[src/rtl/lrupr_pkg.sv]
// ----------------------------------------------------------------------------
// lrupr_pkg
// Shared types and constants for the LRU page replacement block.
// ----------------------------------------------------------------------------
package lrupr_pkg;

  localparam int PAGE_W  = 10;
  localparam int STAMP_W = 32;
  localparam int SLOT_W  = 6;
  localparam int CFG_W   = 5;
  localparam int FRAME_W = 4;

  localparam logic [CFG_W-1:0]   CFG_RESET = 5'd16;
  localparam logic [STAMP_W-1:0] SAT_MAX   = '1;

  typedef enum logic [2:0] {
    ST_IDLE,
    ST_LOOKUP,
    ST_DECIDE,
    ST_SCAN,
    ST_RESULT
  } st_t;

  // token handed down the cell row during the oldest-stamp search
  typedef struct packed {
    logic               found;
    logic [SLOT_W-1:0]  pos;
    logic [SLOT_W-1:0]  idx;
    logic [STAMP_W-1:0] stamp;
    logic [PAGE_W-1:0]  page;
  } tok_t;

  // broadcast from the controller to every cell
  typedef struct packed {
    logic [PAGE_W-1:0]  key;
    logic [STAMP_W-1:0] stamp;
  } cell_ctl_t;

  function automatic logic [STAMP_W-1:0] sat_inc(input logic [STAMP_W-1:0] v);
    sat_inc = (v == SAT_MAX) ? v : v + STAMP_W'(1);
  endfunction

endpackage

[src/rtl/lru_page_replacement.sv]
// ----------------------------------------------------------------------------
// lru_page_replacement
// True LRU page replacement over a row of frame cells.
// ----------------------------------------------------------------------------
// One word in, one word out. A reference that hits, or that misses while a
// frame is still free, goes through the lookup, decide and result states to
// the output register, and the next word is taken back in idle. A miss that
// must evict adds a scan state, in which the oldest stamp is found by a token
// that walks the row of FRAMES cells, one cell per cycle.
// The next word is accepted once
// the current result sits in the output register; a stalled output holds the
// block until its word is taken. Residency is found by matching the page
// against all filled cells at once, so no per-page table exists and no
// clearing pass follows reset.
module lru_page_replacement
  import lrupr_pkg::*;
#(
  parameter int FRAMES = 16
) (
  input  logic                clk,
  input  logic                rst_n,
  input  logic                cfg_valid,
  output logic                cfg_ready,
  input  logic [CFG_W-1:0]    cfg_data,
  input  logic                in_valid,
  output logic                in_ready,
  input  logic [PAGE_W-1:0]   in_page,
  output logic                out_valid,
  input  logic                out_ready,
  output logic                out_fault,
  output logic                out_evicted,
  output logic [PAGE_W-1:0]   out_evict_page,
  output logic [FRAME_W-1:0]  out_frame,
  output logic [STAMP_W-1:0]  out_fault_count,
  output logic [STAMP_W-1:0]  out_replacement_count
);

  localparam int FC_W = $clog2(FRAMES + 1);

  st_t                state_r, state_nxt;
  logic [CFG_W-1:0]   cfg_r;
  logic [PAGE_W-1:0]  key_r;
  logic [STAMP_W-1:0] cnt_r;
  logic [FC_W-1:0]    filled_r;
  logic [FC_W-1:0]    scan_r;
  logic [FRAMES-1:0]  hit_r;
  logic [FRAMES-1:0]  hit_w;
  logic [FRAMES-1:0]  wr_en;
  logic [FC_W-1:0]    eff_w;

  logic               res_fault_r, res_evict_r;
  logic [PAGE_W-1:0]  res_victim_r;
  logic [SLOT_W-1:0]  res_slot_r;
  logic [STAMP_W-1:0] ftot_r, rtot_r;
  logic [STAMP_W-1:0] ftot_nxt, rtot_nxt;

  logic               out_valid_r;
  logic               out_fault_r, out_evicted_r;
  logic [PAGE_W-1:0]  out_victim_r;
  logic [FRAME_W-1:0] out_frame_r;
  logic [STAMP_W-1:0] out_fcnt_r, out_rcnt_r;

  logic               wr_go, fill_inc, out_load, scan_last, free_slot;
  logic [SLOT_W-1:0]  wr_slot, hit_idx;
  logic               res_fault, res_evict;
  logic [PAGE_W-1:0]  res_victim;
  cell_ctl_t          ctl;
  tok_t               chain [FRAMES+1];

  // frame count clamped to 1..FRAMES
  always_comb begin
    if (32'(cfg_r) > FRAMES) begin
      eff_w = FC_W'(FRAMES);
    end else if (cfg_r == '0) begin
      eff_w = FC_W'(1);
    end else begin
      eff_w = FC_W'(cfg_r);
    end
  end

  always_comb begin
    hit_idx = '0;
    for (int i = 0; i < FRAMES; i++) begin
      if (hit_r[i]) begin
        hit_idx = SLOT_W'(i);
      end
    end
  end

  assign free_slot = filled_r < eff_w;
  assign scan_last = scan_r == FC_W'(FRAMES - 1);

  assign ctl.key   = key_r;
  assign ctl.stamp = cnt_r;

  assign chain[0] = '0;

  genvar g;
  generate
    for (g = 0; g < FRAMES; g++) begin : g_cell
      assign wr_en[g] = wr_go && (wr_slot == SLOT_W'(g));
      lrupr_cell u_cell (
        .clk   (clk),
        .rst_n (rst_n),
        .ctl   (ctl),
        .wr_en (wr_en[g]),
        .tok_i (chain[g]),
        .tok_o (chain[g+1]),
        .hit   (hit_w[g])
      );
    end
  endgenerate

  // next state
  always_comb begin
    state_nxt = state_r;
    case (state_r)
      ST_IDLE: begin
        if (in_valid) begin
          state_nxt = ST_LOOKUP;
        end
      end
      ST_LOOKUP: state_nxt = ST_DECIDE;
      ST_DECIDE: begin
        if ((|hit_r) || free_slot) begin
          state_nxt = ST_RESULT;
        end else begin
          state_nxt = ST_SCAN;
        end
      end
      ST_SCAN: begin
        if (scan_last) begin
          state_nxt = ST_RESULT;
        end
      end
      ST_RESULT: begin
        if (!out_valid_r || out_ready) begin
          state_nxt = ST_IDLE;
        end
      end
      default: state_nxt = ST_IDLE;
    endcase
  end

  // outputs
  always_comb begin
    in_ready   = 1'b0;
    wr_go      = 1'b0;
    wr_slot    = '0;
    fill_inc   = 1'b0;
    out_load   = 1'b0;
    res_fault  = 1'b0;
    res_evict  = 1'b0;
    res_victim = '0;
    case (state_r)
      ST_IDLE: in_ready = 1'b1;
      ST_LOOKUP: ;
      ST_DECIDE: begin
        if (|hit_r) begin
          wr_go   = 1'b1;
          wr_slot = hit_idx;
        end else if (free_slot) begin
          wr_go     = 1'b1;
          wr_slot   = SLOT_W'(filled_r);
          fill_inc  = 1'b1;
          res_fault = 1'b1;
        end
      end
      ST_SCAN: begin
        if (scan_last) begin
          wr_go      = 1'b1;
          wr_slot    = chain[FRAMES].idx;
          res_fault  = 1'b1;
          res_evict  = 1'b1;
          res_victim = chain[FRAMES].page;
        end
      end
      ST_RESULT: out_load = !out_valid_r || out_ready;
      default: ;
    endcase
  end

  assign cfg_ready = 1'b1;

  assign ftot_nxt = res_fault_r ? sat_inc(ftot_r) : ftot_r;
  assign rtot_nxt = res_evict_r ? sat_inc(rtot_r) : rtot_r;

  always_ff @(posedge clk) begin
    if (!rst_n) begin
      state_r     <= ST_IDLE;
      cfg_r       <= CFG_RESET;
      cnt_r       <= '0;
      filled_r    <= '0;
      scan_r      <= '0;
      ftot_r      <= '0;
      rtot_r      <= '0;
      out_valid_r <= 1'b0;
    end else begin
      state_r <= state_nxt;
      if (cfg_valid) begin
        cfg_r <= cfg_data;
      end
      if (in_valid && in_ready) begin
        cnt_r <= sat_inc(cnt_r);
      end
      if (fill_inc) begin
        filled_r <= filled_r + FC_W'(1);
      end
      if (state_r == ST_SCAN) begin
        scan_r <= scan_r + FC_W'(1);
      end else begin
        scan_r <= '0;
      end
      if (out_load) begin
        ftot_r      <= ftot_nxt;
        rtot_r      <= rtot_nxt;
        out_valid_r <= 1'b1;
      end else if (out_ready) begin
        out_valid_r <= 1'b0;
      end
    end
  end

  always_ff @(posedge clk) begin
    if (in_valid && in_ready) begin
      key_r <= in_page;
    end
    if (state_r == ST_LOOKUP) begin
      hit_r <= hit_w;
    end
    if (wr_go) begin
      res_fault_r  <= res_fault;
      res_evict_r  <= res_evict;
      res_victim_r <= res_victim;
      res_slot_r   <= wr_slot;
    end
    if (out_load) begin
      out_fault_r   <= res_fault_r;
      out_evicted_r <= res_evict_r;
      out_victim_r  <= res_victim_r;
      out_frame_r   <= res_slot_r[FRAME_W-1:0];
      out_fcnt_r    <= ftot_nxt;
      out_rcnt_r    <= rtot_nxt;
    end
  end

  assign out_valid             = out_valid_r;
  assign out_fault             = out_fault_r;
  assign out_evicted           = out_evicted_r;
  assign out_evict_page        = out_victim_r;
  assign out_frame             = out_frame_r;
  assign out_fault_count       = out_fcnt_r;
  assign out_replacement_count = out_rcnt_r;

endmodule

[src/rtl/lrupr_cell.sv]
// ----------------------------------------------------------------------------
// lrupr_cell
// One frame slot: holds page and last-use stamp, matches the looked-up page
// and passes the oldest-so-far token on to its neighbor every cycle.
// ----------------------------------------------------------------------------
module lrupr_cell
  import lrupr_pkg::*;
(
  input  logic      clk,
  input  logic      rst_n,
  input  cell_ctl_t ctl,
  input  logic      wr_en,
  input  tok_t      tok_i,
  output tok_t      tok_o,
  output logic      hit
);

  logic               filled_r;
  logic [PAGE_W-1:0]  page_r;
  logic [STAMP_W-1:0] stamp_r;
  tok_t               tok_r;
  tok_t               tok_nxt;
  logic               take_own;

  always_ff @(posedge clk) begin
    if (!rst_n) begin
      filled_r <= 1'b0;
    end else if (wr_en) begin
      filled_r <= 1'b1;
    end
  end

  always_ff @(posedge clk) begin
    if (wr_en) begin
      page_r  <= ctl.key;
      stamp_r <= ctl.stamp;
    end
  end

  assign hit = filled_r && (page_r == ctl.key);

  // strict compare keeps the lower slot on equal stamps
  assign take_own = filled_r && (!tok_i.found || (stamp_r < tok_i.stamp));

  always_comb begin
    tok_nxt     = tok_i;
    tok_nxt.pos = tok_i.pos + SLOT_W'(1);
    if (take_own) begin
      tok_nxt.found = 1'b1;
      tok_nxt.idx   = tok_i.pos;
      tok_nxt.stamp = stamp_r;
      tok_nxt.page  = page_r;
    end
  end

  always_ff @(posedge clk) begin
    if (!rst_n) begin
      tok_r <= '0;
    end else begin
      tok_r <= tok_nxt;
    end
  end

  assign tok_o = tok_r;

endmodule
[config.mk]
export PLATFORM = sky130hd
export DESIGN_NAME = lru_page_replacement
export DESIGN_NICKNAME = d
export VERILOG_FILES = /design/src/rtl/lrupr_pkg.sv /design/src/rtl/lru_page_replacement.sv /design/src/rtl/lrupr_cell.sv
export SDC_FILE = /design/constraint.sdc
export NUM_CORES = 2
export LEC_CHECK = 0
export ABC_CLOCK_PERIOD_IN_PS = 13900
export BUFFER_PORTS_ARGS = -buffer_cell sky130_fd_sc_hd__buf_4
export CAP_MARGIN = 20
export CORE_ASPECT_RATIO = 0.75
export CORE_MARGIN = 5
export CORE_UTILIZATION = 50
export DETAILED_ROUTE_END_ITERATION = 8
export MAX_ROUTING_LAYER = met4
export PLACE_DENSITY = 0.69
export SYNTH_ARGS = -nofsm -noshare
export SYNTH_HDL_FRONTEND = slang
export SYNTH_HIERARCHICAL = 1
export SYNTH_SLANG_ARGS = --single-unit
export TNS_END_PERCENT = 50
[constraint.sdc]
create_clock -name clk -period 13.9 [get_ports clk]
set_clock_uncertainty 0.1 [all_clocks]
set_input_delay 2.78 -clock clk [delete_from_list [all_inputs] [get_ports clk]]
set_output_delay 2.78 -clock clk [all_outputs]
set_load 0.02 [all_outputs]
==> impl_metrics.ini <==
[detailed_routing]
drc = 0
drt_wl_total_um = 171600
drt-initial-drc-count = 4107
drt-wirelength-per-cell_um = 17.67
vias = 50620
ant_nets = 0
via_per_inst = 5.213
drt-pass1-iter-count = 6

[floorplan]
io_pins = 103
coreArea_sq_mm = 0.1569
die_w_um = 467.9
rows = 126
die_height_um = 353.4
dieArea_sq_mm = 0.1654
initial_core_util_pct = 50.12

[sta]
setup_ws_ns = 8.771
max-slew-margin-rel_pct = 19.77
setup-violations-final = 0
timing.final.crit_period_ns = 5.129
timing.hold.ws_ns = 0.3193
finalHoldViolations = 0
fin_tns_setup_ns = 0
rsz0062_at_grt = no
finalCritPeriodShare_pct = 36.90
slew_violations = 0
clock.fmax_ghz = 0.1950
worst_pin_slew_ns = 1.202

[cts]
post-cts-setup-buffers = 0
cts.sinks = 1766
clockRootBuffer = clkbuf_16
cts_hold_buf = 0
clk_path_buf_depth = 3
cts_buffers = 164
htree_levels = 4
clk_pin_slew_ns = 0.06
cts_resized = 0
clock_latency_ns = 0.81
cts_tree = done

[critical_path]
r2r_start = hit_r[5]$_DFFE_PN_
slowest_stage = buf_4
crit_required_ns = 14.51
critPathKind = in -> reg
critPathMaxFanout = 168
end_kind = flop
critPathTopFamily = buffers and inverters
crit_chain = buf_8 -> buf_4 -> buf_4 -> nand2_1 -> mux2i_1
cp-start-kind = input port
worst-r2r-cell-count = 8
slowest_delay_ns = 0.89
worstPathArrival_ns = 5.74
r2r_setup_slack_ns = 9.69
crit_buf_inv = 3
regToRegEndpoint = g_cell[12].u_cell/filled_r$_SDFFE_PN0P_
path_common_cell = buf_4

[synthesis]
ys_warn_count = 6
syn_inst = 7302
syn_area_per_cell_sq_um = 10.77
netlist_area_sq_mm = 0.07863

[power]
power.total_mw = 10.41
seqPwrFrac_pct = 52.8
p_leak_nw = 31.24
p_int_mw = 8.166
pwr-share-clk_pct = 43.9
p_sw_share_pct = 21.53
comb_power_share_pct = 3.2
ir_drop_v = 0.0001252
switching_power_mw = 2.241
power_density_mw_per_mm2 = 119.1

[finish]
drive_gt1_share_pct = 6.490
final_common_cell = nand2_1
instances_no_fill = 9710
nNetsFinal = 7993
areaGrowthSynthToFinish_pct = 11.09
layout_common_cells = nand2_1 (1685), dfxtp_1 (969), edfxtp_1 (794)
n_fill_cell = 13120

[place]
pre_cts_ws_ns = 8.026
placed_cells = 9395
dpl.hpwl_um = 117600
gp_congestion = 0.8755
port_buffers = 101

[hold_path]
whs_path_depth = 2
hold_path.class = reg -> reg
hold_start = g_cell[1].u_cell/tok_o[6]$_SDFF_PN0_
hold_path_end = g_cell[2].u_cell/tok_o[6]$_SDFF_PN0_

[global_routing]
overflow = 0
grt_max_degree = 247
antenna_found_initial = 5
grt_first_pass_wirelength_um = 271100
grt_pass1_vias = 49460
grt_use_total_pct = 21.04

[run_status]
status = finished, final reports clean

[flow_run]
drv_cap = 0
-- metal layers --
layer,GRT usage [%],share of wire (%),up-vias
li1,-,-,25080
met5,-,0,-
met4,6.047,2.6,0
met2,31.12,43,1136
met1,30.52,49,24150
met3,2.634,5.0,253
-- state kept, by name, indices dropped and copies added, names as in the netlist, 5 cells and up --
signal,count
filled_r,5
cnt_r,32
g_cell.u_cell/page_r,160
res_victim_r,10
out_evict_page,10
out_fault_count,32
out_replacement_count,32
cfg_r,5
ftot_r,32
g_cell.u_cell/stamp_r,512
g_cell.u_cell/filled_r,16
g_cell.u_cell/tok_o,841
scan_r,5
hit_r,16
key_r,10
rtot_r,32
-- cell type report --
type,instances,area (sq um),share of cell area [%]
diodes,2,5.005,0.005730
clock buffers,237,4651,5.324
clock inverters,73,864.6,0.9898
inverters,511,1918,2.196
multi-input cells,4818,32450,37.15
flip-flops and latches,1766,43310,49.58
well taps,2112,2643,3.025
repair buffers,191,1510,1.729
-- metrics by stage --
stage | area [sq um] | utilization (%)
6_report | 87350 | 55.68
4_1_cts | 87300 | 55.65
3_3_place_gp | 81790 | 52.14
5_1_grt | 87340 | 55.68
3_5_place_dp | 81790 | 52.14
2_1_floorplan | 79010 | -
-- how the worst max path moves through the flow --
stage | start | end | slack, ns | cells after the start
floorplan | out_ready | rtot_r[25]$_SDFFE_PN0P_ | 7.68 | 7
CTS | rst_n | g_cell[7].u_cell/tok_o[10]$_SDFF_PN0_ | 8.89 | 5
detailed placement | rst_n | g_cell[7].u_cell/tok_o[10]$_SDFF_PN0_ | 8.03 | 5
global placement | rst_n | g_cell[7].u_cell/tok_o[12]$_SDFF_PN0_ | 8.14 | 5
finish | rst_n | g_cell[7].u_cell/tok_o[10]$_SDFF_PN0_ | 8.77 | 5
global route | rst_n | g_cell[6].u_cell/tok_o[4]$_SDFF_PN0_ | 8.51 | 5
-- power by group through the flow --
| stage | Combinational [mW] | Sequential (mW) | Clock [mW] |
|---|---|---|---|
| 3_5_place_dp | 0.332 | 5.61 | 0 |
| 4_1_cts | 0.334 | 5.50 | 4.66 |
| 3_3_place_gp | 0.320 | 5.61 | 0 |
| 6_report | 0.335 | 5.50 | 4.57 |
| 2_1_floorplan | 0.236 | 5.61 | 0 |
| 5_1_grt | 0.378 | 5.50 | 4.90 |
-- worst reg2reg max path: stages (launching register included) --
cell      delay [ns]
edfxtp_1        0.42
nor4_1          0.85
nand4_1         0.34
nor2b_1         0.46
nand2_1         0.23
o211ai_1        0.96
nor2_4          0.05
buf_4           0.38
o21a_1          0.32
Power figures use the tool's default switching activity.
